<file path="config.mk">
export PLATFORM = sky130hd
export DESIGN_NAME = zero_terminated_message_fifo_unit_flat
export DESIGN_NICKNAME = d
export VERILOG_FILES = /design/src/design/zmf_pkg.sv /design/src/design/zmf_ifs.sv /design/src/design/zmf_front.sv /design/src/design/zmf_cmdq.sv /design/src/design/zmf_back.sv /design/src/design/zero_terminated_message_fifo_unit.sv /design/src/flat_wrapper.sv
export VERILOG_INCLUDE_DIRS = /design/src /design/src/design
export SDC_FILE = /design/constraint.sdc
export NUM_CORES = 1
export LEC_CHECK = 0
export BUFFER_PORTS_ARGS = -buffer_cell sky130_fd_sc_hd__buf_2
export CAP_MARGIN = 20
export CORE_MARGIN = 2
export CORE_UTILIZATION = 40
export DETAILED_ROUTE_END_ITERATION = 8
export PLACE_DENSITY = 0.57
export SLEW_MARGIN = 15
export SYNTH_ARGS = -nofsm -noshare
export SYNTH_HDL_FRONTEND = slang
export SYNTH_HIERARCHICAL = 1
export SYNTH_SLANG_ARGS = --single-unit
</file>
<file path="constraint.sdc">
create_clock -name i_clk -period 10 [get_ports i_clk]
set_input_delay 2 -clock i_clk [delete_from_list [all_inputs] [get_ports i_clk]]
set_output_delay 2 -clock i_clk [all_outputs]
set_load 0.02 [all_outputs]
</file>
<file path="src/design/zero_terminated_message_fifo_unit_assert.svh">
// Assertion macros for the zero-terminated message FIFO.
`ifndef ZERO_TERMINATED_MESSAGE_FIFO_UNIT_ASSERT_SVH
`define ZERO_TERMINATED_MESSAGE_FIFO_UNIT_ASSERT_SVH

`ifndef ASSERT_OFF

`define ZMF_ASSERT(lbl, clk, rst_n, prop) \
    lbl: assert property (@(posedge clk) disable iff (!rst_n) prop) \
        else $error("zmf assertion failed");

`define ZMF_ASSERT_NEVER(lbl, clk, rst_n, expr) \
    lbl: assert property (@(posedge clk) disable iff (!rst_n) !(expr)) \
        else $error("zmf forbidden condition seen");

`else

`define ZMF_ASSERT(lbl, clk, rst_n, prop)

`define ZMF_ASSERT_NEVER(lbl, clk, rst_n, expr)

`endif

`endif

</file>
<file path="src/design/zmf_pkg.sv">
// Shared types and constants of the zero-terminated message FIFO.
package zmf_pkg;

    localparam int BYTE_W = 8;
    localparam int CAP_W  = 7;
    localparam int LEN_W  = 6;
    localparam int ST_W   = 3;
    localparam int QDEPTH = 2;

    typedef enum logic {
        CMD_PUSH = 1'b0,
        CMD_READ = 1'b1
    } t_cmd_kind;

    typedef enum logic [ST_W-1:0] {
        ST_STORED  = 3'd0,
        ST_DROPPED = 3'd1,
        ST_MSG     = 3'd2,
        ST_NOMSG   = 3'd3,
        ST_TOOLONG = 3'd4
    } t_status;

    typedef struct packed {
        t_cmd_kind         kind;
        logic [BYTE_W-1:0] data;
        logic [CAP_W-1:0]  cap;
    } t_cmd;

    typedef struct packed {
        logic [BYTE_W-1:0] out_byte;
        logic              last;
        t_status           status;
        logic [LEN_W-1:0]  msg_length;
        logic              overflow_seen;
    } t_result;

endpackage

</file>
<file path="src/design/zmf_ifs.sv">
// Handshake interfaces for the request and result channels.
interface zmf_in_if;
    logic                        valid;
    logic                        ready;
    logic                        operation;
    logic [zmf_pkg::BYTE_W-1:0]  rx_byte;
    logic [zmf_pkg::CAP_W-1:0]   dest_capacity;

    modport source (output valid, output operation, output rx_byte, output dest_capacity,
                    input ready);
    modport sink   (input valid, input operation, input rx_byte, input dest_capacity,
                    output ready);
endinterface

interface zmf_out_if;
    logic                        valid;
    logic                        ready;
    logic [zmf_pkg::BYTE_W-1:0]  out_byte;
    logic                        last;
    logic [zmf_pkg::ST_W-1:0]    status;
    logic [zmf_pkg::LEN_W-1:0]   msg_length;
    logic                        overflow_seen;

    modport source (output valid, output out_byte, output last, output status,
                    output msg_length, output overflow_seen, input ready);
    modport sink   (input valid, input out_byte, input last, input status,
                    input msg_length, input overflow_seen, output ready);
endinterface

</file>
<file path="src/design/zmf_front.sv">
// Front end: takes request transactions and turns them into queued commands.
module zmf_front (
    input  logic          i_clk,
    input  logic          i_rst_n,
    zmf_in_if.sink        i_in,
    output logic          o_cmd_valid,
    output zmf_pkg::t_cmd o_cmd,
    input  logic          i_cmd_ready
);

    logic          r_valid;
    logic          n_valid;
    zmf_pkg::t_cmd r_cmd;
    zmf_pkg::t_cmd n_cmd;
    logic          w_take;

    assign i_in.ready = !r_valid || i_cmd_ready;
    assign w_take     = i_in.valid && i_in.ready;

    always_comb begin
        n_valid = r_valid;
        n_cmd   = r_cmd;
        if (w_take) begin
            n_valid    = 1'b1;
            n_cmd.kind = i_in.operation ? zmf_pkg::CMD_READ : zmf_pkg::CMD_PUSH;
            n_cmd.data = i_in.rx_byte;
            n_cmd.cap  = i_in.dest_capacity;
        end else if (i_cmd_ready) begin
            n_valid = 1'b0;
        end
    end

    always_ff @(posedge i_clk) begin
        if (!i_rst_n) begin
            r_valid <= 1'b0;
        end else begin
            r_valid <= n_valid;
        end
    end

    always_ff @(posedge i_clk) begin
        r_cmd <= n_cmd;
    end

    assign o_cmd_valid = r_valid;
    assign o_cmd       = r_cmd;

endmodule

</file>
<file path="src/design/zmf_cmdq.sv">
// Short command queue between the front end and the execution engine.
module zmf_cmdq (
    input  logic          i_clk,
    input  logic          i_rst_n,
    input  logic          i_wr_valid,
    input  zmf_pkg::t_cmd i_wr_cmd,
    output logic          o_wr_ready,
    output logic          o_rd_valid,
    output zmf_pkg::t_cmd o_rd_cmd,
    input  logic          i_rd_ready
);

    localparam int QW = (zmf_pkg::QDEPTH > 1) ? $clog2(zmf_pkg::QDEPTH) : 1;
    localparam int CW = $clog2(zmf_pkg::QDEPTH + 1);

    zmf_pkg::t_cmd r_mem [zmf_pkg::QDEPTH];
    logic [QW-1:0] r_wp;
    logic [QW-1:0] r_rp;
    logic [CW-1:0] r_cnt;
    logic          w_push;
    logic          w_pop;

    function automatic logic [QW-1:0] f_adv(input logic [QW-1:0] p);
        return (p == QW'(zmf_pkg::QDEPTH - 1)) ? '0 : p + 1'b1;
    endfunction

    assign o_wr_ready = (r_cnt != CW'(zmf_pkg::QDEPTH));
    assign o_rd_valid = (r_cnt != '0);
    assign o_rd_cmd   = r_mem[r_rp];
    assign w_push     = i_wr_valid && o_wr_ready;
    assign w_pop      = o_rd_valid && i_rd_ready;

    always_ff @(posedge i_clk) begin
        if (!i_rst_n) begin
            r_wp  <= '0;
            r_rp  <= '0;
            r_cnt <= '0;
        end else begin
            if (w_push) begin
                r_wp <= f_adv(r_wp);
            end
            if (w_pop) begin
                r_rp <= f_adv(r_rp);
            end
            if (w_push && !w_pop) begin
                r_cnt <= r_cnt + 1'b1;
            end else if (w_pop && !w_push) begin
                r_cnt <= r_cnt - 1'b1;
            end
        end
    end

    always_ff @(posedge i_clk) begin
        if (w_push) begin
            r_mem[r_wp] <= i_wr_cmd;
        end
    end

endmodule

</file>
<file path="src/design/zmf_back.sv">
// Execution engine: byte ring, terminator scan and message read-out.
`include "zero_terminated_message_fifo_unit_assert.svh"

module zmf_back #(
    parameter int DEPTH = 64
) (
    input  logic          i_clk,
    input  logic          i_rst_n,
    input  logic          i_cmd_valid,
    input  zmf_pkg::t_cmd i_cmd,
    output logic          o_cmd_ready,
    zmf_out_if.source     o_out
);

    localparam int AW = (DEPTH > 1) ? $clog2(DEPTH) : 1;

    typedef enum logic [3:0] {
        S_IDLE = 4'b0001,
        S_SCAN = 4'b0010,
        S_EMIT = 4'b0100,
        S_RESP = 4'b1000
    } t_state;

    t_state r_state, n_state;
    logic [AW-1:0] r_rd_idx, n_rd_idx;
    logic [AW-1:0] r_wr_idx, n_wr_idx;
    logic          r_ovf, n_ovf;
    logic [AW-1:0] r_ptr, n_ptr;
    logic [AW-1:0] r_iss, n_iss;
    logic          r_chk_valid, n_chk_valid;
    logic [AW-1:0] r_chk_i, n_chk_i;
    logic [AW-1:0] r_len, n_len;
    logic [AW-1:0] r_emit_i, n_emit_i;
    logic          r_primed, n_primed;
    logic [zmf_pkg::CAP_W-1:0] r_cap, n_cap;
    zmf_pkg::t_status r_resp, n_resp;
    logic             r_out_valid, n_out_valid;
    zmf_pkg::t_result r_out, n_out;

    logic [zmf_pkg::BYTE_W-1:0] r_mem [DEPTH];
    logic [zmf_pkg::BYTE_W-1:0] r_rd_data;

    logic             w_we;
    logic [AW-1:0]    w_rd_addr;
    logic [AW:0]      w_count_ext;
    logic [AW-1:0]    w_count;
    logic             w_full;
    logic             w_slot_free;
    logic             w_load;
    logic             w_last_byte;
    zmf_pkg::t_result w_ld_res;

    function automatic logic [AW-1:0] f_next(input logic [AW-1:0] i);
        return (i == AW'(DEPTH - 1)) ? '0 : i + 1'b1;
    endfunction

    // ring occupancy, never more than DEPTH-1
    assign w_count_ext = (r_wr_idx >= r_rd_idx)
                       ? ({1'b0, r_wr_idx} - {1'b0, r_rd_idx})
                       : ({1'b0, r_wr_idx} + (AW+1)'(DEPTH) - {1'b0, r_rd_idx});
    assign w_count     = w_count_ext[AW-1:0];
    assign w_full      = (w_count == AW'(DEPTH - 1));
    assign w_slot_free = !r_out_valid || o_out.ready;
    assign w_last_byte = (r_emit_i == r_len);
    assign o_cmd_ready = (r_state == S_IDLE);

    always_comb begin
        n_state     = r_state;
        n_rd_idx    = r_rd_idx;
        n_wr_idx    = r_wr_idx;
        n_ovf       = r_ovf;
        n_ptr       = r_ptr;
        n_iss       = r_iss;
        n_chk_valid = r_chk_valid;
        n_chk_i     = r_chk_i;
        n_len       = r_len;
        n_emit_i    = r_emit_i;
        n_primed    = r_primed;
        n_cap       = r_cap;
        n_resp      = r_resp;
        n_out_valid = r_out_valid;
        n_out       = r_out;
        w_we        = 1'b0;
        w_rd_addr   = r_ptr;
        w_load      = 1'b0;
        w_ld_res    = '0;

        unique case (r_state)
            S_IDLE: begin
                if (i_cmd_valid) begin
                    if (i_cmd.kind == zmf_pkg::CMD_PUSH) begin
                        if (w_full) begin
                            n_ovf  = 1'b1;
                            n_resp = zmf_pkg::ST_DROPPED;
                        end else begin
                            w_we     = 1'b1;
                            n_wr_idx = f_next(r_wr_idx);
                            n_resp   = zmf_pkg::ST_STORED;
                        end
                        n_state = S_RESP;
                    end else if (w_count == '0) begin
                        n_resp  = zmf_pkg::ST_NOMSG;
                        n_state = S_RESP;
                    end else begin
                        n_cap       = i_cmd.cap;
                        n_ptr       = r_rd_idx;
                        n_iss       = '0;
                        n_chk_valid = 1'b0;
                        n_state     = S_SCAN;
                    end
                end
            end
            S_SCAN: begin
                // one read issued per cycle, its data checked in the following cycle
                n_chk_valid = 1'b0;
                if (r_iss < w_count) begin
                    w_rd_addr   = r_ptr;
                    n_ptr       = f_next(r_ptr);
                    n_iss       = r_iss + 1'b1;
                    n_chk_valid = 1'b1;
                    n_chk_i     = r_iss;
                end
                if (r_chk_valid) begin
                    if (r_rd_data == '0) begin
                        if (zmf_pkg::CAP_W'(r_chk_i) >= r_cap) begin
                            n_resp  = zmf_pkg::ST_TOOLONG;
                            n_state = S_RESP;
                        end else begin
                            n_len    = r_chk_i;
                            n_ptr    = r_rd_idx;
                            n_emit_i = '0;
                            n_primed = 1'b0;
                            n_state  = S_EMIT;
                        end
                    end else if (r_chk_i == w_count - 1'b1) begin
                        n_resp  = zmf_pkg::ST_NOMSG;
                        n_state = S_RESP;
                    end
                end
            end
            S_EMIT: begin
                // read address runs one ahead when a byte leaves
                n_primed = 1'b1;
                if (r_primed && w_slot_free) begin
                    w_load                 = 1'b1;
                    w_ld_res.out_byte      = r_rd_data;
                    w_ld_res.last          = w_last_byte;
                    w_ld_res.status        = zmf_pkg::ST_MSG;
                    w_ld_res.msg_length    = zmf_pkg::LEN_W'(r_len);
                    w_ld_res.overflow_seen = r_ovf;
                    w_rd_addr              = f_next(r_ptr);
                    n_ptr                  = f_next(r_ptr);
                    n_emit_i               = r_emit_i + 1'b1;
                    if (w_last_byte) begin
                        n_rd_idx = f_next(r_ptr);
                        n_state  = S_IDLE;
                    end
                end
            end
            S_RESP: begin
                if (w_slot_free) begin
                    w_load                 = 1'b1;
                    w_ld_res.out_byte      = '0;
                    w_ld_res.last          = 1'b1;
                    w_ld_res.status        = r_resp;
                    w_ld_res.msg_length    = '0;
                    w_ld_res.overflow_seen = r_ovf;
                    n_state                = S_IDLE;
                end
            end
            default: begin
                n_state = S_IDLE;
            end
        endcase

        if (w_load) begin
            n_out_valid = 1'b1;
            n_out       = w_ld_res;
        end else if (o_out.ready) begin
            n_out_valid = 1'b0;
        end
    end

    always_ff @(posedge i_clk) begin
        if (!i_rst_n) begin
            r_state     <= S_IDLE;
            r_rd_idx    <= '0;
            r_wr_idx    <= '0;
            r_ovf       <= 1'b0;
            r_chk_valid <= 1'b0;
            r_primed    <= 1'b0;
            r_out_valid <= 1'b0;
        end else begin
            r_state     <= n_state;
            r_rd_idx    <= n_rd_idx;
            r_wr_idx    <= n_wr_idx;
            r_ovf       <= n_ovf;
            r_chk_valid <= n_chk_valid;
            r_primed    <= n_primed;
            r_out_valid <= n_out_valid;
        end
    end

    always_ff @(posedge i_clk) begin
        r_ptr    <= n_ptr;
        r_iss    <= n_iss;
        r_chk_i  <= n_chk_i;
        r_len    <= n_len;
        r_emit_i <= n_emit_i;
        r_cap    <= n_cap;
        r_resp   <= n_resp;
        r_out    <= n_out;
    end

    // byte ring: one write port, one registered read port
    always_ff @(posedge i_clk) begin
        if (w_we) begin
            r_mem[r_wr_idx] <= i_cmd.data;
        end
        r_rd_data <= r_mem[w_rd_addr];
    end

    assign o_out.valid         = r_out_valid;
    assign o_out.out_byte      = r_out.out_byte;
    assign o_out.last          = r_out.last;
    assign o_out.status        = r_out.status;
    assign o_out.msg_length    = r_out.msg_length;
    assign o_out.overflow_seen = r_out.overflow_seen;

    `ZMF_ASSERT_NEVER(a_wr_idx_range, i_clk, i_rst_n, {1'b0, r_wr_idx} >= (AW+1)'(DEPTH))
    `ZMF_ASSERT(a_drop_keeps_wr, i_clk, i_rst_n, (r_state == S_IDLE && i_cmd_valid && i_cmd.kind == zmf_pkg::CMD_PUSH && w_full) |=> ($stable(r_wr_idx) && r_ovf))
    `ZMF_ASSERT(a_rd_moves_on_last, i_clk, i_rst_n, (r_rd_idx != $past(r_rd_idx)) |-> $past(w_load && r_state == S_EMIT && w_last_byte))

endmodule

</file>
<file path="src/design/zero_terminated_message_fifo_unit.sv">
// Push: the engine stores the byte, then hands its result on before it takes the next command.
// Read: the engine scans the ring one byte a cycle over its single read port, then streams
// the message one byte a cycle while the result output is not held back by ready.
// A two-entry command queue lets requests be taken while a read is streaming out.
// Synchronous active-low reset empties the ring, clears overflow; no clearing pass.
module zero_terminated_message_fifo_unit #(
    parameter int DEPTH = 64
) (
    input  logic      i_clk,
    input  logic      i_rst_n,
    zmf_in_if.sink    i_in,
    zmf_out_if.source o_out
);

    logic          w_f_valid;
    zmf_pkg::t_cmd w_f_cmd;
    logic          w_f_ready;
    logic          w_q_valid;
    zmf_pkg::t_cmd w_q_cmd;
    logic          w_q_ready;

    zmf_front u_front (
        .i_clk       (i_clk),
        .i_rst_n     (i_rst_n),
        .i_in        (i_in),
        .o_cmd_valid (w_f_valid),
        .o_cmd       (w_f_cmd),
        .i_cmd_ready (w_f_ready)
    );

    zmf_cmdq u_cmdq (
        .i_clk      (i_clk),
        .i_rst_n    (i_rst_n),
        .i_wr_valid (w_f_valid),
        .i_wr_cmd   (w_f_cmd),
        .o_wr_ready (w_f_ready),
        .o_rd_valid (w_q_valid),
        .o_rd_cmd   (w_q_cmd),
        .i_rd_ready (w_q_ready)
    );

    zmf_back #(
        .DEPTH (DEPTH)
    ) u_back (
        .i_clk       (i_clk),
        .i_rst_n     (i_rst_n),
        .i_cmd_valid (w_q_valid),
        .i_cmd       (w_q_cmd),
        .o_cmd_ready (w_q_ready),
        .o_out       (o_out)
    );

endmodule

</file>
<file path="src/flat_wrapper.sv">
// flat-port wrapper written by rule: the top's interface ports become plain ports
module zero_terminated_message_fifo_unit_flat 
#(
    parameter int DEPTH = 64
)
  (i_clk, i_rst_n, i_in_valid, i_in_operation, i_in_rx_byte, i_in_dest_capacity, i_in_ready, o_out_valid, o_out_out_byte, o_out_last, o_out_status, o_out_msg_length, o_out_overflow_seen, o_out_ready);
  zmf_in_if i_in_i ();
  zmf_out_if o_out_i ();
  input  logic i_clk;
  input  logic i_rst_n;
  input wire logic [$bits(i_in_i.valid)-1:0] i_in_valid;
  input wire logic [$bits(i_in_i.operation)-1:0] i_in_operation;
  input wire logic [$bits(i_in_i.rx_byte)-1:0] i_in_rx_byte;
  input wire logic [$bits(i_in_i.dest_capacity)-1:0] i_in_dest_capacity;
  output wire logic [$bits(i_in_i.ready)-1:0] i_in_ready;
  output wire logic [$bits(o_out_i.valid)-1:0] o_out_valid;
  output wire logic [$bits(o_out_i.out_byte)-1:0] o_out_out_byte;
  output wire logic [$bits(o_out_i.last)-1:0] o_out_last;
  output wire logic [$bits(o_out_i.status)-1:0] o_out_status;
  output wire logic [$bits(o_out_i.msg_length)-1:0] o_out_msg_length;
  output wire logic [$bits(o_out_i.overflow_seen)-1:0] o_out_overflow_seen;
  input wire logic [$bits(o_out_i.ready)-1:0] o_out_ready;
  assign i_in_i.valid = i_in_valid;
  assign i_in_i.operation = i_in_operation;
  assign i_in_i.rx_byte = i_in_rx_byte;
  assign i_in_i.dest_capacity = i_in_dest_capacity;
  assign i_in_ready = i_in_i.ready;
  assign o_out_valid = o_out_i.valid;
  assign o_out_out_byte = o_out_i.out_byte;
  assign o_out_last = o_out_i.last;
  assign o_out_status = o_out_i.status;
  assign o_out_msg_length = o_out_i.msg_length;
  assign o_out_overflow_seen = o_out_i.overflow_seen;
  assign o_out_i.ready = o_out_ready;
  zero_terminated_message_fifo_unit #(.DEPTH(DEPTH)) u_core (.i_clk(i_clk), .i_rst_n(i_rst_n), .i_in(i_in_i), .o_out(o_out_i));
endmodule
</file>
* After elaboration in Yosys (flattened, before gate mapping)
Memory sizes are Yosys's and may differ from the RTL's. A register that Yosys moved wholly into a read port is not among the register bits. Index checks and enable logic that the tools add are counted.
Storage, ports and cells: flip-flop bits (word level) 100, latch bits 0, RAM bits 544, ROM bits 0, input bits 20, output and inout port bits 21, word-level logic and storage cells 181, memories 2
Cells by class: add/subtract/negate cells 12, multipliers 0, div/mod/pow operators 0, magnitude comparators 3, equal/unequal tests 23, shift-type cells 0, muxes and demuxes 77, bitwise operators 4, reductions and logical operators 34
Memory list:
- u_core.u_back.r_mem | depth 64, bits a word 8, rd ports 1, clocked after memory_dff 1, wr ports 1, RTL line zmf_back.sv:40 | logic [zmf_pkg::BYTE_W-1:0] r_mem [DEPTH];
- u_core.u_cmdq.r_mem | depth 2, bits a word 16, rd ports 1, clocked after memory_dff 1, wr ports 1, RTL line zmf_cmdq.sv:16 | zmf_pkg::t_cmd r_mem [zmf_pkg::QDEPTH];
Operators by type and width (count):
- $mux W6 | 20
- $mux W4 | 10
- $pmux W19 S2 | 1
- $add A6 B1 Y6 const B | 5
- $reduce_and A4 Y1 | 7
- $mux W1 | 27
- $pmux W6 S2 | 2
- $ne A2 B2 Y1 const B | 11
- $mux W3 | 7
- $mux W19 | 1
- $eq A6 B6 Y1 const B | 3
- $pmux W6 S3 | 1
- $pmux W4 S4 | 1
- $eq A6 B6 Y1 | 2
- $reduce_and A6 Y1 | 2
- $reduce_bool A2 Y1 | 6
- $sub A6 B6 Y6 | 2
- $mux W11 | 1
- $reduce_and A5 Y1 | 2
- $ne A3 B3 Y1 const B | 3
- $logic_not A8 Y1 | 1
- $ge A6 B7 Y1 | 1
- $ge A6 B6 Y1 | 1
- $logic_and A1 B1 Y1 | 6
- 19 further kinds | 30

* Logic depth before layout (Yosys ltp)
Gate-level depths: netlist of the first run.
word-level depth 10, mapped depth 15, mapped depth without buffers 15

* Cells and area by module
Netlist of the first run, hierarchy kept.
Modules (own cells, without submodules):
- zmf_back | instances 1, cells each 1903, area an instance 24689.9 um2, sequential area each 17707.0 um2
- zmf_cmdq | instances 1, cells each 74, area an instance 1393.8 um2, sequential area each 1061.0 um2
- zmf_front | instances 1, cells each 21, area an instance 538.0 um2, sequential area each 500.5 um2

* Worst setup path after synthesis of the first run
No wires, ideal clock.
kind input to register, from input port o_out_ready, to register u_core/u_back/r_rd_data[6] in the netlist's numbering, read port of u_core.u_back.r_mem, arrival time 4.062 ns, required time 9.866 ns, path slack 5.804 ns, cell stages on the path 8, cell sequence nor2b_1 > nor3_4 > buf_4 > o32ai_1 > nand3_1 > nand4_1 > nand4_1 > or4_1
Between the ends: word-level cells in the longest chain between the ends 4
RTL lines:
- start, declared | RTL line flat_wrapper.sv:22 | input wire logic [$bits(o_out_i.ready)-1:0] o_out_ready;
- $logic_or A1 B1 Y1 | RTL line zmf_back.sv:63 | assign w_slot_free = !r_out_valid || o_out.ready;
- $logic_and A1 B1 Y1 | RTL line zmf_back.sv:144 | if (r_primed && w_slot_free) begin
- $mux W6 (2 in a row)
- end, declared | RTL line zmf_back.sv:41 | logic [zmf_pkg::BYTE_W-1:0] r_rd_data;
No other way between the ends. A chain may end at the register's enable or synchronous reset.

* Worst setup path in the final report of the first run
from input port o_out_ready, to register u_core/u_back/r_rd_data[5] in the netlist's numbering, read port of u_core.u_back.r_mem
The elaborated chain is that of the path after synthesis.

==> flow_summary.html, run 1 <==
<table>
<tr><th>Metric</th><th>Value</th></tr>
<tr><th colspan="2">Job</th></tr>
<tr><td>Number of maximum-capacitance violations</td><td>0</td></tr>
<tr><th colspan="2">Cells and area</th></tr>
<tr><td>Most frequent cells in the layout</td><td>sky130_fd_sc_hd__edfxtp_1 (619), sky130_fd_sc_hd__nand2_1 (467), sky130_fd_sc_hd__nand3_1 (151)</td></tr>
<tr><td>Layout overhead on the synthesized area</td><td>11.7%</td></tr>
<tr><td>Layout cell share with drive strength beyond 1</td><td>0.0898</td></tr>
<tr><td>Final net count</td><td>2063</td></tr>
<tr><td>Most common cell after layout, fill and taps aside</td><td>sky130_fd_sc_hd__edfxtp_1</td></tr>
<tr><td>Number of diodes added for antenna fixing</td><td>0</td></tr>
<tr><td>Finished Core Util</td><td>0.452</td></tr>
<tr><th colspan="2">Floorplan</th></tr>
<tr><td>Overall die width</td><td>262 microns</td></tr>
<tr><td>Area of the die</td><td>68600 sq um</td></tr>
<tr><td>Starting utilization of the core area</td><td>0.404</td></tr>
<tr><td>Ports placed on the boundary</td><td>41</td></tr>
<tr><td>Area of the core region</td><td>65900 sq um</td></tr>
<tr><td>Vertical extent of the die</td><td>262 microns</td></tr>
<tr><td>Row cnt</td><td>94</td></tr>
<tr><th colspan="2">Hold path</th></tr>
<tr><td>Hold-critical path depth</td><td>0</td></tr>
<tr><td>Worst Hold Launch</td><td>u_core/u_front/o_cmd[8]</td></tr>
<tr><td>Hold endpoint</td><td>u_core/u_cmdq/r_mem[0][8]</td></tr>
<tr><td>Hold Crit Class</td><td>reg2reg</td></tr>
<tr><th colspan="2">Timing</th></tr>
<tr><td>Number of slew-limit violations in the final report</td><td>0</td></tr>
<tr><td>Clock skew after layout</td><td>0.0312 ns</td></tr>
<tr><td>Unrepaired setup endpoints after global routing</td><td>false</td></tr>
<tr><td>Ratio of final minimum period to clock period</td><td>0.521</td></tr>
<tr><td>Clock period minus worst slack</td><td>5.21 ns</td></tr>
<tr><td>Final TNS setup</td><td>0 ns</td></tr>
<tr><td>Final hold vios</td><td>0</td></tr>
<tr><td>Headroom to the max-slew limit</td><td>0.257</td></tr>
<tr><td>Maximum frequency from static timing analysis</td><td>192 MHz</td></tr>
<tr><td>Actual slew at the worst max-slew pin</td><td>1.11 ns</td></tr>
<tr><td>Setup violation total in the final timing report</td><td>0</td></tr>
<tr><th colspan="2">Synthesis</th></tr>
<tr><td>Cell count after synthesis</td><td>1998</td></tr>
<tr><td>Average size of a mapped cell</td><td>13.3 sq um</td></tr>
<tr><td>Flip-flop and latch count after synthesis</td><td>653</td></tr>
<tr><td>Post-synthesis sequential area ratio</td><td>0.724</td></tr>
<tr><td>Post-synth net total</td><td>2042</td></tr>
<tr><td>Number of distinct standard cells referenced by the synthesized netlist</td><td>72</td></tr>
<tr><td>Synth area leaders</td><td>sky130_fd_sc_hd__edfxtp_1 (70%), sky130_fd_sc_hd__nand2_1 (6.6%), sky130_fd_sc_hd__nand3_1 (2.8%), sky130_fd_sc_hd__dfxtp_1 (2.6%), sky130_fd_sc_hd__a32oi_1 (1.6%)</td></tr>
<tr><td>Commonest register cell after synthesis</td><td>sky130_fd_sc_hd__edfxtp_1</td></tr>
<tr><td>Warning count from the yosys run</td><td>6</td></tr>
<tr><td>Post-synth ARST share</td><td>0</td></tr>
<tr><td>Count of flip-flops with a built-in enable after synthesis</td><td>619</td></tr>
<tr><td>Cell taking the most area after synthesis</td><td>sky130_fd_sc_hd__edfxtp_1</td></tr>
<tr><td>Share of the synthesized area in the top cell type</td><td>0.698</td></tr>
<tr><td>Cell area after technology mapping</td><td>26600 sq um</td></tr>
<tr><th colspan="2">Placed design</th></tr>
<tr><td>Number of buffer cells added on primary ports</td><td>40</td></tr>
<tr><td>Sum of net half-perimeters after detailed placement</td><td>40100 microns</td></tr>
<tr><td>Final weighted congestion of routability-driven global placement</td><td>0.812</td></tr>
<tr><th colspan="2">Clock network</th></tr>
<tr><td>H-tree depth</td><td>3</td></tr>
<tr><td>CTS tree</td><td>built</td></tr>
<tr><td>Clock buffers created by TritonCTS</td><td>69</td></tr>
<tr><td>CTS Sinks</td><td>653</td></tr>
<tr><td>Insertion delay to the later sink of the worst-skew pair</td><td>0.60 ns</td></tr>
<tr><td>Total of cells resized after clock tree synthesis</td><td>0</td></tr>
<tr><td>Clock transition at the register clock pins on the worst setup and hold paths after CTS</td><td>0.06 ns</td></tr>
<tr><td>Post-CTS Hold Buffers</td><td>0</td></tr>
<tr><td>Deepest clock path buffer count</td><td>3</td></tr>
<tr><td>Post-CTS Repair Setup Buffers</td><td>0</td></tr>
<tr><td>Clock tree root buffer cell</td><td>sky130_fd_sc_hd__clkbuf_16</td></tr>
<tr><th colspan="2">Global routing</th></tr>
<tr><td>Overflow left after global routing</td><td>0</td></tr>
<tr><td>Total global routing track utilization</td><td>0.196</td></tr>
<tr><td>Pin count of the biggest net entering global routing</td><td>161</td></tr>
<tr><td>Number of antenna violations at the first check in global routing</td><td>0</td></tr>
<tr><td>Vias in the first global route</td><td>15800</td></tr>
<tr><td>Global-route wire length before repair</td><td>101000 microns</td></tr>
<tr><th colspan="2">Detailed routing</th></tr>
<tr><td>DR vias</td><td>16400</td></tr>
<tr><td>Post-Route WL</td><td>67200 microns</td></tr>
<tr><td>Residual DRC count</td><td>0</td></tr>
<tr><td>Via density</td><td>5.59</td></tr>
<tr><td>Average routed wire per standard cell</td><td>22.9 microns</td></tr>
<tr><td>Drt first-iter violations</td><td>1643</td></tr>
<tr><td>Post-route antenna net violation count</td><td>0</td></tr>
<tr><td>DR pass1 iterations</td><td>5</td></tr>
<tr><th colspan="2">Run status</th></tr>
<tr><td>Status</td><td>completed</td></tr>
<tr><th colspan="2">Critical path</th></tr>
<tr><td>Reg2Reg Setup Slack</td><td>5.01 ns</td></tr>
<tr><td>Capture instance of the worst register-to-register path</td><td>u_core/u_back/r_mem[38][5]</td></tr>
<tr><td>Worst Setup Path Type</td><td>in2reg</td></tr>
<tr><td>Maximum fanout along the worst path</td><td>160</td></tr>
<tr><td>Worst path required time</td><td>10.53 ns</td></tr>
<tr><td>Launch instance of the worst register-to-register path</td><td>u_core/u_back/r_wr_idx[2]</td></tr>
<tr><td>Dominant cell type by count on the critical path</td><td>sky130_fd_sc_hd__nand4_1</td></tr>
<tr><td>Crit path DAT</td><td>5.74 ns</td></tr>
<tr><td>Reg2reg path depth</td><td>9</td></tr>
<tr><td>Buffer and inverter count on the worst path</td><td>2</td></tr>
<tr><td>Type of destination of the critical path</td><td>flop</td></tr>
<tr><td>Crit-path slowest cell</td><td>sky130_fd_sc_hd__a21bo_4</td></tr>
<tr><td>Delay of the slowest critical-path stage</td><td>0.85 ns</td></tr>
<tr><td>Crit path cell chain</td><td>buf_2 -&gt; nor2b_1 -&gt; nor3_4 -&gt; a21bo_4 -&gt; buf_12 -&gt; nand2_1 -&gt; a32oi_1 -&gt; nand4_1 -&gt; and4_1 -&gt; nand4_1</td></tr>
<tr><td>Total stage count of the critical path</td><td>10</td></tr>
<tr><td>CP top delay family</td><td>simple AND/OR/NAND/NOR gates</td></tr>
<tr><td>Element type at the critical path start</td><td>primary input</td></tr>
<tr><th colspan="2">Power</th></tr>
<tr><td>VDD IR-drop max</td><td>101 uV</td></tr>
<tr><td>Areal power density over the cells</td><td>216 nW/um^2</td></tr>
<tr><td>Total leakage power</td><td>9.87 nW</td></tr>
</table>
[per-stage QoR]
stage	std cells	hold WS [ns]	worst slack (ns)	total power, mW	instance area (sq um)
floorplan	1998	0.421	5.80	3.75	26600
detailed placement	2812	0.435	4.25	4.03	27600
global placement	2811	0.427	4.35	4.01	27600
finish	2936	0.443	4.79	6.42	29700
CTS	2936	0.446	4.89	6.48	29700
global route	2936	0.458	4.54	6.64	29700
[flip-flops by register name (all words and copies together), names as in the netlist, 7 cells and up, named ones only]
| register | flops |
|---|---|
| u_core/u_back/o_out.out_byte | 8 |
| u_core/u_back/r_cap | 7 |
| u_core/u_back/r_mem | 512 |
| u_core/u_back/r_rd_data | 8 |
| u_core/u_cmdq/r_mem | 32 |
| u_core/u_front/o_cmd | 16 |
[layer usage]
| metal | routed length, microns | vias to the layer above | track usage |
|---|---|---|---|
| met2 | 32100 | 590 | 0.322 |
| met4 | 1810 | 0 | 0.0661 |
| li1 | - | 7450 | - |
| met5 | 0 | - | 0 |
| met1 | 28500 | 8258 | 0.267 |
| met3 | 4820 | 100 | 0.0323 |
[worst max path at each step]
stage,start,endpoint,slack [ns]
4_1_cts,o_out_ready,u_core/u_back/r_rd_data[5],4.89
5_1_grt,o_out_ready,u_core/u_back/r_rd_data[5],4.54
3_5_place_dp,o_out_ready,u_core/u_back/r_rd_data[5],4.25
2_1_floorplan,o_out_ready,u_core/u_back/r_rd_data[6],5.80
3_3_place_gp,o_out_ready,u_core/u_back/r_rd_data[5],4.35
6_report,o_out_ready,u_core/u_back/r_rd_data[5],4.79
[cells by family after synthesis]
group	share of synthesized area
and+or+nand+nor	0.150
DFF	0.724
AOI/OAI and AO/OA	0.0593
buffers and inverters	0.0238
muxes	0.0180
xor gates and xnor gates	0.0135
adders and majority gates	0.0116
[cell type report]
cell class	count	area, sq um
inverter	26	97.6
tap	864	1080
multi-input combinational	1209	6760
fill	5830	36100
clock buffer	101	1950
timing repair buffer	60	375
clock inverter	23	206
sequential	653	19300
[synthesized netlist by cell type (all sizes together) (16+ instances only)]
| cell type | instances |
|---|---|
| and2 | 29 |
| mux2i | 30 |
| inv | 26 |
| edfxtp | 619 |
| a21oi | 62 |
| a32oi | 50 |
| mux2 | 16 |
| nor2 | 98 |
| dfxtp | 34 |
| nand4 | 52 |
| xnor2 | 22 |
| a31oi | 31 |
| buf | 75 |
| ha | 23 |
| nand3 | 151 |
| clkbuf | 35 |
| nand2 | 467 |
[power breakdown]
group	internal [mW]	switching (mW)
Combinational	0.172	0.505
Sequential	3.24	0.0535
Clock	1.43	1.02
[worst reg2reg max path, cell delays in order, from the launching register on]
cell and delay [ns]:
sky130_fd_sc_hd__dfxtp_1 0.74, sky130_fd_sc_hd__ha_1 0.33, sky130_fd_sc_hd__nor2_1 0.08, sky130_fd_sc_hd__a21oi_1 0.24, sky130_fd_sc_hd__o32ai_1 0.15, sky130_fd_sc_hd__a311oi_2 0.46, sky130_fd_sc_hd__o31a_1 0.53, sky130_fd_sc_hd__and2_0 0.39
sky130_fd_sc_hd__nand3_1 0.65, sky130_fd_sc_hd__nor2_1 1.04
(Power assumes the default switching activity.)
==> run 2, diff against run 1 <==
--- a/config.mk
+++ b/config.mk
@@ -6,6 +6,7 @@
 export SDC_FILE = /design/constraint.sdc
 export NUM_CORES = 1
 export LEC_CHECK = 0
+export ABC_AREA = 1
 export BUFFER_PORTS_ARGS = -buffer_cell sky130_fd_sc_hd__buf_2
 export CAP_MARGIN = 20
 export CORE_MARGIN = 2
==> constraint.sdc (replaced) <==
create_clock -name i_clk -period 5.1 [get_ports i_clk]
set_input_delay 1.02 -clock i_clk [delete_from_list [all_inputs] [get_ports i_clk]]
set_output_delay 1.02 -clock i_clk [all_outputs]
set_load 0.02 [all_outputs]
==> run 2 against run 1 <==
First-iteration DRC count increased by 27%. Routed wire length increased by 11%. Clock skew increased by 0.015 ns. Worst setup slack got worse by 4.1 ns. Critical endpoint is now u_core/u_back/r_mem[17][5]. Largest cell class unchanged. Largest power group unchanged.
==> flow_summary.html, run 2 <==
<table>
<tr><th>Metric</th><th>Value</th></tr>
<tr><th colspan="2">Critical path</th></tr>
<tr><td>Capture instance of the worst register-to-register path</td><td>u_core/u_back/r_mem[17][5]</td></tr>
<tr><td>Reg2reg path depth</td><td>12</td></tr>
<tr><td>Crit-path slowest cell</td><td>sky130_fd_sc_hd__nor2_1</td></tr>
<tr><td>Reg2Reg Setup Slack</td><td>0.67 ns</td></tr>
<tr><td>Maximum fanout along the worst path</td><td>10</td></tr>
<tr><td>Worst path required time</td><td>5.33 ns</td></tr>
<tr><td>Element type at the critical path start</td><td>flop</td></tr>
<tr><td>Type of destination of the critical path</td><td>flop</td></tr>
<tr><td>Launch instance of the worst register-to-register path</td><td>u_core/u_back/r_wr_idx[0]</td></tr>
<tr><td>Dominant cell type by count on the critical path</td><td>sky130_fd_sc_hd__nand2_1</td></tr>
<tr><td>Buffer and inverter count on the worst path</td><td>2</td></tr>
<tr><td>Crit path cell chain</td><td>clkinv_1 -&gt; ha_1 -&gt; inv_1 -&gt; fa_1 -&gt; ha_1 -&gt; nand2_1 -&gt; nor3_1 -&gt; nand2_1 -&gt; nand4_4 -&gt; nor2_1 -&gt; nand2_1 -&gt; nor2_1</td></tr>
<tr><td>Delay of the slowest critical-path stage</td><td>0.80 ns</td></tr>
<tr><td>CP top delay family</td><td>simple AND/OR/NAND/NOR gates</td></tr>
<tr><td>Crit path DAT</td><td>4.67 ns</td></tr>
<tr><td>Worst Setup Path Type</td><td>reg2reg</td></tr>
<tr><th colspan="2">Cells and area</th></tr>
<tr><td>Layout cell share with drive strength beyond 1</td><td>0.0801</td></tr>
<tr><td>Biggest register</td><td>u_core/u_back/r_mem</td></tr>
<tr><td>Flip-flop count of the largest register after layout</td><td>512</td></tr>
<tr><td>Layout overhead on the synthesized area</td><td>12.0%</td></tr>
<tr><td>Number of diodes added for antenna fixing</td><td>0</td></tr>
<tr><td>Most frequent cells in the layout</td><td>sky130_fd_sc_hd__nand2_1 (775), sky130_fd_sc_hd__edfxtp_1 (619), sky130_fd_sc_hd__nand3_1 (528)</td></tr>
<tr><td>Final net count</td><td>2713</td></tr>
<tr><td>Most common cell after layout, fill and taps aside</td><td>sky130_fd_sc_hd__nand2_1</td></tr>
<tr><th colspan="2">Global routing</th></tr>
<tr><td>Global-route wire length before repair</td><td>114000 microns</td></tr>
<tr><td>Overflow left after global routing</td><td>0</td></tr>
<tr><td>Vias in the first global route</td><td>19200</td></tr>
<tr><td>Total global routing track utilization</td><td>0.201</td></tr>
<tr><td>Number of antenna violations at the first check in global routing</td><td>0</td></tr>
<tr><td>Pin count of the biggest net entering global routing</td><td>151</td></tr>
<tr><th colspan="2">Synthesis</th></tr>
<tr><td>Arithmetic-cell share of the synthesized area counting full adders, half adders and majority gates</td><td>0.0108</td></tr>
<tr><td>Average size of a mapped cell</td><td>10.7 sq um</td></tr>
<tr><td>Main combinational cell family by area after synthesis</td><td>simple AND/OR/NAND/NOR gates</td></tr>
<tr><td>Compound-gate portion of the synthesized area</td><td>0.0222</td></tr>
<tr><td>Fraction of the mapped netlist area in simple logic gates</td><td>0.235</td></tr>
<tr><td>Synth area leaders</td><td>sky130_fd_sc_hd__edfxtp_1 (65%), sky130_fd_sc_hd__nand2_1 (10%), sky130_fd_sc_hd__nand3_1 (9.2%), sky130_fd_sc_hd__dfxtp_1 (2.4%), sky130_fd_sc_hd__inv_1 (2.3%)</td></tr>
<tr><td>Cell types with the highest counts after synthesis</td><td>sky130_fd_sc_hd__nand2_1 (776), sky130_fd_sc_hd__edfxtp_1 (619), sky130_fd_sc_hd__nand3_1 (528)</td></tr>
<tr><td>Flip-flop and latch count after synthesis</td><td>653</td></tr>
<tr><td>Number of distinct standard cells referenced by the synthesized netlist</td><td>49</td></tr>
<tr><td>Commonest register cell after synthesis</td><td>sky130_fd_sc_hd__edfxtp_1</td></tr>
<tr><td>Cell area after technology mapping</td><td>28600 sq um</td></tr>
<tr><td>Cell count after synthesis</td><td>2662</td></tr>
<tr><td>Post-synthesis sequential area ratio</td><td>0.674</td></tr>
<tr><td>Share of the synthesized area in the top cell type</td><td>0.650</td></tr>
<tr><td>Post-synth net total</td><td>2706</td></tr>
<tr><td>Post-synthesis mux area share</td><td>0.00762</td></tr>
<tr><td>XOR/XNOR share of the synthesized area</td><td>0.00215</td></tr>
<tr><td>Post-synth ARST share</td><td>0</td></tr>
<tr><td>Count of flip-flops with a built-in enable after synthesis</td><td>619</td></tr>
<tr><td>Cell taking the most area after synthesis</td><td>sky130_fd_sc_hd__edfxtp_1</td></tr>
<tr><td>Warning count from the yosys run</td><td>6</td></tr>
<tr><td>Cell with the most instances after synthesis</td><td>sky130_fd_sc_hd__nand2_1</td></tr>
<tr><th colspan="2">Floorplan</th></tr>
<tr><td>Row cnt</td><td>98</td></tr>
<tr><td>Vertical extent of the die</td><td>271 microns</td></tr>
<tr><td>Area of the die</td><td>73600 sq um</td></tr>
<tr><td>Area of the core region</td><td>71100 sq um</td></tr>
<tr><td>Starting utilization of the core area</td><td>0.402</td></tr>
<tr><td>Ports placed on the boundary</td><td>41</td></tr>
<tr><td>Overall die width</td><td>271 microns</td></tr>
<tr><th colspan="2">Timing</th></tr>
<tr><td>Ratio of final minimum period to clock period</td><td>0.869</td></tr>
<tr><td>Actual slew at the worst max-slew pin</td><td>1.08 ns</td></tr>
<tr><td>Unrepaired setup endpoints after global routing</td><td>false</td></tr>
<tr><td>Headroom to the max-slew limit</td><td>0.277</td></tr>
<tr><td>Setup violation total in the final timing report</td><td>0</td></tr>
<tr><td>Clock period minus worst slack</td><td>4.43 ns</td></tr>
<tr><td>Clock skew after layout</td><td>0.0466 ns</td></tr>
<tr><td>Maximum frequency from static timing analysis</td><td>226 MHz</td></tr>
<tr><td>Final hold vios</td><td>0</td></tr>
<tr><td>Final TNS setup</td><td>0 ns</td></tr>
<tr><td>Number of slew-limit violations in the final report</td><td>0</td></tr>
<tr><th colspan="2">Hold path</th></tr>
<tr><td>Hold endpoint</td><td>u_core/u_cmdq/r_mem[1][9]</td></tr>
<tr><td>Worst Hold Launch</td><td>u_core/u_front/o_cmd[9]</td></tr>
<tr><td>Hold-critical path depth</td><td>0</td></tr>
<tr><td>Hold Crit Class</td><td>reg2reg</td></tr>
<tr><th colspan="2">Clock network</th></tr>
<tr><td>Clock tree root buffer cell</td><td>sky130_fd_sc_hd__clkbuf_16</td></tr>
<tr><td>Clock transition at the register clock pins on the worst setup and hold paths after CTS</td><td>0.06 ns</td></tr>
<tr><td>CTS tree</td><td>built</td></tr>
<tr><td>CTS Sinks</td><td>653</td></tr>
<tr><td>H-tree depth</td><td>3</td></tr>
<tr><td>Post-CTS Repair Setup Buffers</td><td>0</td></tr>
<tr><td>Total of cells resized after clock tree synthesis</td><td>0</td></tr>
<tr><td>Post-CTS Hold Buffers</td><td>0</td></tr>
<tr><td>Insertion delay to the later sink of the worst-skew pair</td><td>0.63 ns</td></tr>
<tr><td>Clock buffers created by TritonCTS</td><td>72</td></tr>
<tr><td>Deepest clock path buffer count</td><td>3</td></tr>
<tr><th colspan="2">Detailed routing</th></tr>
<tr><td>DR vias</td><td>19600</td></tr>
<tr><td>Residual DRC count</td><td>0</td></tr>
<tr><td>Post-route antenna net violation count</td><td>0</td></tr>
<tr><td>Via density</td><td>5.34</td></tr>
<tr><td>Average routed wire per standard cell</td><td>20.4 microns</td></tr>
<tr><td>DR pass1 iterations</td><td>6</td></tr>
<tr><td>Drt first-iter violations</td><td>2090</td></tr>
<tr><td>Post-Route WL</td><td>74800 microns</td></tr>
<tr><th colspan="2">Power</th></tr>
<tr><td>Net switching share of the total power</td><td>0.360</td></tr>
<tr><td>VDD IR-drop max</td><td>370 uV</td></tr>
<tr><td>Internal power</td><td>11.1 mW</td></tr>
<tr><td>Total leakage power</td><td>12.2 nW</td></tr>
<tr><td>Sequential power share</td><td>0.387</td></tr>
<tr><td>Clock share of power</td><td>0.299</td></tr>
<tr><td>Areal power density over the cells</td><td>540 nW/um^2</td></tr>
<tr><td>Overall power consumption</td><td>17.3 mW</td></tr>
<tr><td>Net switching power of the design</td><td>6.23 mW</td></tr>
<tr><td>Combinational Power Share</td><td>0.314</td></tr>
<tr><th colspan="2">Placed design</th></tr>
<tr><td>Number of buffer cells added on primary ports</td><td>40</td></tr>
<tr><td>Final weighted congestion of routability-driven global placement</td><td>0.884</td></tr>
<tr><td>Sum of net half-perimeters after detailed placement</td><td>44800 microns</td></tr>
<tr><th colspan="2">Run status</th></tr>
<tr><td>Status</td><td>completed</td></tr>
<tr><th colspan="2">Job</th></tr>
<tr><td>Number of maximum-capacitance violations</td><td>0</td></tr>
</table>
==> run 2: changes by cell type in the layout (fill, tap and decap cells not counted), moves of 27 or more <==
cell / change
sky130_fd_sc_hd__nand3_1: +377
sky130_fd_sc_hd__nand2_1: +308
sky130_fd_sc_hd__inv_1: +148
sky130_fd_sc_hd__a32oi_1: -50
sky130_fd_sc_hd__nand4_1: -43
sky130_fd_sc_hd__nor2_1: +39
sky130_fd_sc_hd__nand3b_1: +34
sky130_fd_sc_hd__a31oi_1: -30
sky130_fd_sc_hd__mux2i_1: -30
sky130_fd_sc_hd__and2_1: -27
==> run 2: worst max-delay path by stage <==
stage	from	endpoint	slack, ns	depth (start not counted)
finish	u_core/u_back/r_wr_idx[0]	u_core/u_back/r_mem[17][5]	0.67	12
floorplan	u_core/u_back/r_wr_idx[0]	u_core/u_back/r_mem[43][0]	1.63	13
detailed placement	u_core/u_back/r_wr_idx[0]	u_core/u_back/r_mem[17][4]	0.78	12
CTS	u_core/u_back/r_wr_idx[0]	u_core/u_back/r_mem[17][4]	0.74	12
global placement	u_core/u_back/r_wr_idx[0]	u_core/u_back/r_mem[17][5]	0.82	12
global route	u_core/u_back/r_wr_idx[0]	u_core/u_back/r_mem[3][6]	0.45	12
==> run 2: cells by family (layout without fill, tap and decap cells) <==
logic type / count (synthesis) / count (layout)
adder cells (fa/ha/maj): 24 / 24
multiplexers: 16 / 16
flip-flops: 653 / 653
AO/OA/AOI/OAI: 108 / 108
buffers and inverters: 326 / 386
AND/OR/NAND/NOR: 1528 / 1528
XOR/XNOR: 7 / 7
==> run 2: layout make-up <==
type / count / area, sq um
fillers: 6645 / 39100
flip-flops and latches: 653 / 19300
multi-input cells: 1683 / 7970
clock buffers: 97 / 1980
well taps: 950 / 1190
inverters: 186 / 699
repair buffers: 73 / 556
clock inverters: 30 / 339
==> run 2: worst register-to-register path: stages (launching register included) <==
cell and delay [ns]:
sky130_fd_sc_hd__dfxtp_1 0.51, sky130_fd_sc_hd__clkinv_1 0.33, sky130_fd_sc_hd__ha_1 0.28, sky130_fd_sc_hd__inv_1 0.10
sky130_fd_sc_hd__fa_1 0.45, sky130_fd_sc_hd__ha_1 0.21, sky130_fd_sc_hd__nand2_1 0.07, sky130_fd_sc_hd__nor3_1 0.05
sky130_fd_sc_hd__nand2_1 0.17, sky130_fd_sc_hd__nand4_4 0.19, sky130_fd_sc_hd__nor2_1 0.28, sky130_fd_sc_hd__nand2_1 0.61
sky130_fd_sc_hd__nor2_1 0.81
==> run 2: per-layer routing <==
metal,GRT usage,wire length (microns),up-vias
met2,0.322,34900,684
met3,0.0294,5040,118
li1,-,-,9187
met4,0.0690,1990,0
met5,0,0,-
met1,0.282,32900,9620
==> run 2: per-stage QoR <==
step / instances / hold slack, ns / setup slack (ns) / area [sq um] / utilization
final: 3672 / 0.443 / 0.667 / 32000 / 0.450
after global routing: 3672 / 0.456 / 0.452 / 32000 / 0.450
after CTS: 3671 / 0.445 / 0.743 / 32000 / 0.450
after detailed placement: 3544 / 0.431 / 0.779 / 29700 / 0.417
after global placement: 3543 / 0.425 / 0.819 / 29600 / 0.417
after floorplan: 2662 / 0.421 / 1.63 / 28600 / -
==> run 2: power by group through the flow <==
stage | combinational (mW) | sequential, mW | clock [mW]
global route | 5.98 | 6.71 | 5.48
detailed placement | 5.39 | 6.81 | 0
finish | 5.43 | 6.69 | 5.17
floorplan | 3.64 | 6.72 | 0
CTS | 5.40 | 6.70 | 5.27
global placement | 5.32 | 6.80 | 0
==> run 3, diff against run 2 <==
--- a/config.mk
+++ b/config.mk
@@ -13,7 +13,6 @@
 export CORE_UTILIZATION = 40
 export DETAILED_ROUTE_END_ITERATION = 8
 export PLACE_DENSITY = 0.57
-export SLEW_MARGIN = 15
 export SYNTH_ARGS = -nofsm -noshare
 export SYNTH_HDL_FRONTEND = slang
 export SYNTH_HIERARCHICAL = 1
==> constraint.sdc (replaced) <==
create_clock -name i_clk -period 5.12 [get_ports i_clk]
set_input_delay 1.024 -clock i_clk [delete_from_list [all_inputs] [get_ports i_clk]]
set_output_delay 1.024 -clock i_clk [all_outputs]
set_load 0.02 [all_outputs]
==> run 3 against run 2 <==
Combinational power fell by 2%. First-iteration DRC count decreased by 11%. Utilization is 0.16 points lower. Maximum frequency rose by 1.6%. Sequential share of layout area increased by 0.21 points. Global-route usage decreased by 0.17 points. Via count decreased by 0.96%. Die area is the same. Clock power decreased by 4.1%. Cell count did not move. Non-clock buffer count is 3 lower. Cell area is 0.35% lower. Critical path type unchanged.
==> flow_summary.html, run 3 (same netlist as run 2, synthesis figures left out) <==
<table>
<tr><th>Metric</th><th>Value</th></tr>
<tr><th colspan="2">Detailed routing</th></tr>
<tr><td>Via density</td><td>5.29</td></tr>
<tr><td>Post-route antenna net violation count</td><td>0</td></tr>
<tr><td>Post-Route WL</td><td>73700 microns</td></tr>
<tr><td>DR pass1 iterations</td><td>6</td></tr>
<tr><td>Drt first-iter violations</td><td>1863</td></tr>
<tr><td>Residual DRC count</td><td>0</td></tr>
<tr><td>DR vias</td><td>19400</td></tr>
<tr><td>Average routed wire per standard cell</td><td>20.1 microns</td></tr>
<tr><th colspan="2">Critical path</th></tr>
<tr><td>Total stage count of the critical path</td><td>12</td></tr>
<tr><td>Capture point of the worst path</td><td>u_core/u_back/r_mem[53][2]</td></tr>
<tr><td>Maximum fanout along the worst path</td><td>10</td></tr>
<tr><td>Reg2Reg Setup Slack</td><td>0.76 ns</td></tr>
<tr><td>Capture instance of the worst register-to-register path</td><td>u_core/u_back/r_mem[53][2]</td></tr>
<tr><td>Crit-path slowest cell</td><td>sky130_fd_sc_hd__nor2_1</td></tr>
<tr><td>Reg2reg path depth</td><td>12</td></tr>
<tr><td>Buffer and inverter count on the worst path</td><td>2</td></tr>
<tr><td>Element type at the critical path start</td><td>flop</td></tr>
<tr><td>Dominant cell type by count on the critical path</td><td>sky130_fd_sc_hd__nand2_1</td></tr>
<tr><td>Worst Setup Path Type</td><td>reg2reg</td></tr>
<tr><td>Delay of the slowest critical-path stage</td><td>0.74 ns</td></tr>
<tr><td>Type of destination of the critical path</td><td>flop</td></tr>
<tr><td>Crit path cell chain</td><td>clkinv_1 -&gt; ha_1 -&gt; inv_1 -&gt; fa_1 -&gt; ha_1 -&gt; nand2_1 -&gt; nor3_1 -&gt; nand2_1 -&gt; nand4_4 -&gt; nor2_1 -&gt; nand2_1 -&gt; nor2_1</td></tr>
<tr><td>Crit path DAT</td><td>4.59 ns</td></tr>
<tr><td>Beginning of the critical path</td><td>u_core/u_back/r_wr_idx[0]</td></tr>
<tr><td>CP top delay family</td><td>simple AND/OR/NAND/NOR gates</td></tr>
<tr><td>Launch instance of the worst register-to-register path</td><td>u_core/u_back/r_wr_idx[0]</td></tr>
<tr><td>Worst path required time</td><td>5.35 ns</td></tr>
<tr><th colspan="2">Global routing</th></tr>
<tr><td>Overflow left after global routing</td><td>0</td></tr>
<tr><td>Vias in the first global route</td><td>19200</td></tr>
<tr><td>Number of antenna violations at the first check in global routing</td><td>2</td></tr>
<tr><td>Total global routing track utilization</td><td>0.200</td></tr>
<tr><td>Pin count of the biggest net entering global routing</td><td>131</td></tr>
<tr><td>Global-route wire length before repair</td><td>113000 microns</td></tr>
<tr><th colspan="2">Timing</th></tr>
<tr><td>Final worst hold slack</td><td>0.445 ns</td></tr>
<tr><td>Headroom to the max-slew limit</td><td>0.262</td></tr>
<tr><td>Number of slew-limit violations in the final report</td><td>0</td></tr>
<tr><td>Maximum frequency from static timing analysis</td><td>229 MHz</td></tr>
<tr><td>Clock skew after layout</td><td>0.0327 ns</td></tr>
<tr><td>Final hold vios</td><td>0</td></tr>
<tr><td>Unrepaired setup endpoints after global routing</td><td>false</td></tr>
<tr><td>Actual slew at the worst max-slew pin</td><td>1.10 ns</td></tr>
<tr><td>Clock period minus worst slack</td><td>4.36 ns</td></tr>
<tr><td>Ratio of final minimum period to clock period</td><td>0.852</td></tr>
<tr><td>Final TNS setup</td><td>0 ns</td></tr>
<tr><td>Setup violation total in the final timing report</td><td>0</td></tr>
<tr><th colspan="2">Power</th></tr>
<tr><td>Total leakage power</td><td>12.2 nW</td></tr>
<tr><td>VDD IR-drop max</td><td>255 uV</td></tr>
<tr><td>Overall power consumption</td><td>17.0 mW</td></tr>
<tr><td>Areal power density over the cells</td><td>532 nW/um^2</td></tr>
<tr><th colspan="2">Clock network</th></tr>
<tr><td>CTS Sinks</td><td>653</td></tr>
<tr><td>Clock tree root buffer cell</td><td>sky130_fd_sc_hd__clkbuf_16</td></tr>
<tr><td>CTS tree</td><td>built</td></tr>
<tr><td>Post-CTS Repair Setup Buffers</td><td>0</td></tr>
<tr><td>Clock buffers created by TritonCTS</td><td>72</td></tr>
<tr><td>Insertion delay to the later sink of the worst-skew pair</td><td>0.62 ns</td></tr>
<tr><td>Total of cells resized after clock tree synthesis</td><td>0</td></tr>
<tr><td>Post-CTS Hold Buffers</td><td>0</td></tr>
<tr><td>Deepest clock path buffer count</td><td>3</td></tr>
<tr><td>Clock transition at the register clock pins on the worst setup and hold paths after CTS</td><td>0.06 ns</td></tr>
<tr><td>H-tree depth</td><td>3</td></tr>
<tr><th colspan="2">Run status</th></tr>
<tr><td>Status</td><td>completed</td></tr>
<tr><th colspan="2">Cells and area</th></tr>
<tr><td>Layout overhead on the synthesized area</td><td>11.6%</td></tr>
<tr><td>Layout cell share with drive strength beyond 1</td><td>0.0790</td></tr>
<tr><td>Filler cell count</td><td>6654</td></tr>
<tr><td>Most frequent cells in the layout</td><td>sky130_fd_sc_hd__nand2_1 (775), sky130_fd_sc_hd__edfxtp_1 (619), sky130_fd_sc_hd__nand3_1 (528)</td></tr>
<tr><td>Most common cell after layout, fill and taps aside</td><td>sky130_fd_sc_hd__nand2_1</td></tr>
<tr><td>Flip-flop count of the largest register after layout</td><td>512</td></tr>
<tr><td>Biggest register</td><td>u_core/u_back/r_mem</td></tr>
<tr><td>Number of diodes added for antenna fixing</td><td>0</td></tr>
<tr><td>Final net count</td><td>2710</td></tr>
<tr><td>Final cell area excluding filler cells</td><td>31900 sq um</td></tr>
<tr><th colspan="2">Floorplan</th></tr>
<tr><td>Overall die width</td><td>271 microns</td></tr>
<tr><td>Area of the die</td><td>73600 sq um</td></tr>
<tr><td>Starting utilization of the core area</td><td>0.402</td></tr>
<tr><td>Row cnt</td><td>98</td></tr>
<tr><td>Ports placed on the boundary</td><td>41</td></tr>
<tr><td>Area of the core region</td><td>71100 sq um</td></tr>
<tr><td>Vertical extent of the die</td><td>271 microns</td></tr>
<tr><th colspan="2">Hold path</th></tr>
<tr><td>Hold Crit Class</td><td>reg2reg</td></tr>
<tr><th colspan="2">Placed design</th></tr>
<tr><td>Number of buffer cells added on primary ports</td><td>40</td></tr>
<tr><td>Sum of net half-perimeters after detailed placement</td><td>43500 microns</td></tr>
<tr><td>Area after detailed placement</td><td>29600 sq um</td></tr>
<tr><td>Final weighted congestion of routability-driven global placement</td><td>0.858</td></tr>
<tr><th colspan="2">Job</th></tr>
<tr><td>Number of maximum-capacitance violations</td><td>0</td></tr>
</table>
-- run 3: cell types whose count changed in the layout (fill, tap and decap cells not counted), moves of 2 or more --
cell and change:
sky130_fd_sc_hd__clkinv_4 +5, sky130_fd_sc_hd__bufinv_16 -5, sky130_fd_sc_hd__clkinv_1 +4, sky130_fd_sc_hd__clkinv_2 -3, sky130_fd_sc_hd__clkbuf_8 +2, sky130_fd_sc_hd__buf_4 -3
-- run 3: stage by stage --
stage | utilization | std cells | setup slack (ns)
global placement | 0.416 | 3539 | 0.902
detailed placement | 0.417 | 3540 | 0.760
CTS | 0.448 | 3670 | 0.763
finish | 0.448 | 3672 | 0.759
global route | 0.448 | 3672 | 0.512
floorplan | - | 2662 | 1.65
-- run 3: where the power goes --
group	switching [mW]	internal, mW	total, mW
logic	3.90	1.44	5.34
clock network	2.10	2.86	4.96
registers	0.182	6.48	6.66
-- run 3: final cells by class --
type,count,area (sq um),area share
sequential,653,19300,0.604
multi-input combinational,1683,7970,0.250
clock buffer,98,2000,0.0628
tap,950,1190,0.0373
inverter,186,699,0.0219
timing repair buffer,70,518,0.0162
clock inverter,32,241,0.00757
-- run 3: how the worst min path moves through the flow --
| stage | from | slack, ns | endpoint | depth (start not counted) |
|---|---|---|---|---|
| after floorplan | u_core/u_front/o_cmd[0] | 0.42 | u_core/u_cmdq/r_mem[0][0] | 0 |
| after global placement | u_core/u_front/o_cmd[4] | 0.42 | u_core/u_cmdq/r_mem[0][4] | 0 |
| after detailed placement | u_core/u_front/o_cmd[15] | 0.43 | u_core/u_cmdq/r_mem[0][15] | 0 |
| after CTS | u_core/u_front/o_cmd[15] | 0.44 | u_core/u_cmdq/r_mem[1][15] | 0 |
| after global routing | u_core/u_front/o_cmd[10] | 0.45 | u_core/u_cmdq/r_mem[1][10] | 0 |
| final | u_core/u_front/o_cmd[15] | 0.44 | u_core/u_cmdq/r_mem[1][15] | 0 |
-- run 3: per-layer routing --
metal	GRT usage	vias up	wire length (microns)
met5	0	-	0
met4	0.0649	0	2020
met3	0.0316	126	4900
met2	0.324	635	34300
met1	0.275	9462	32400
li1	-	9197	-
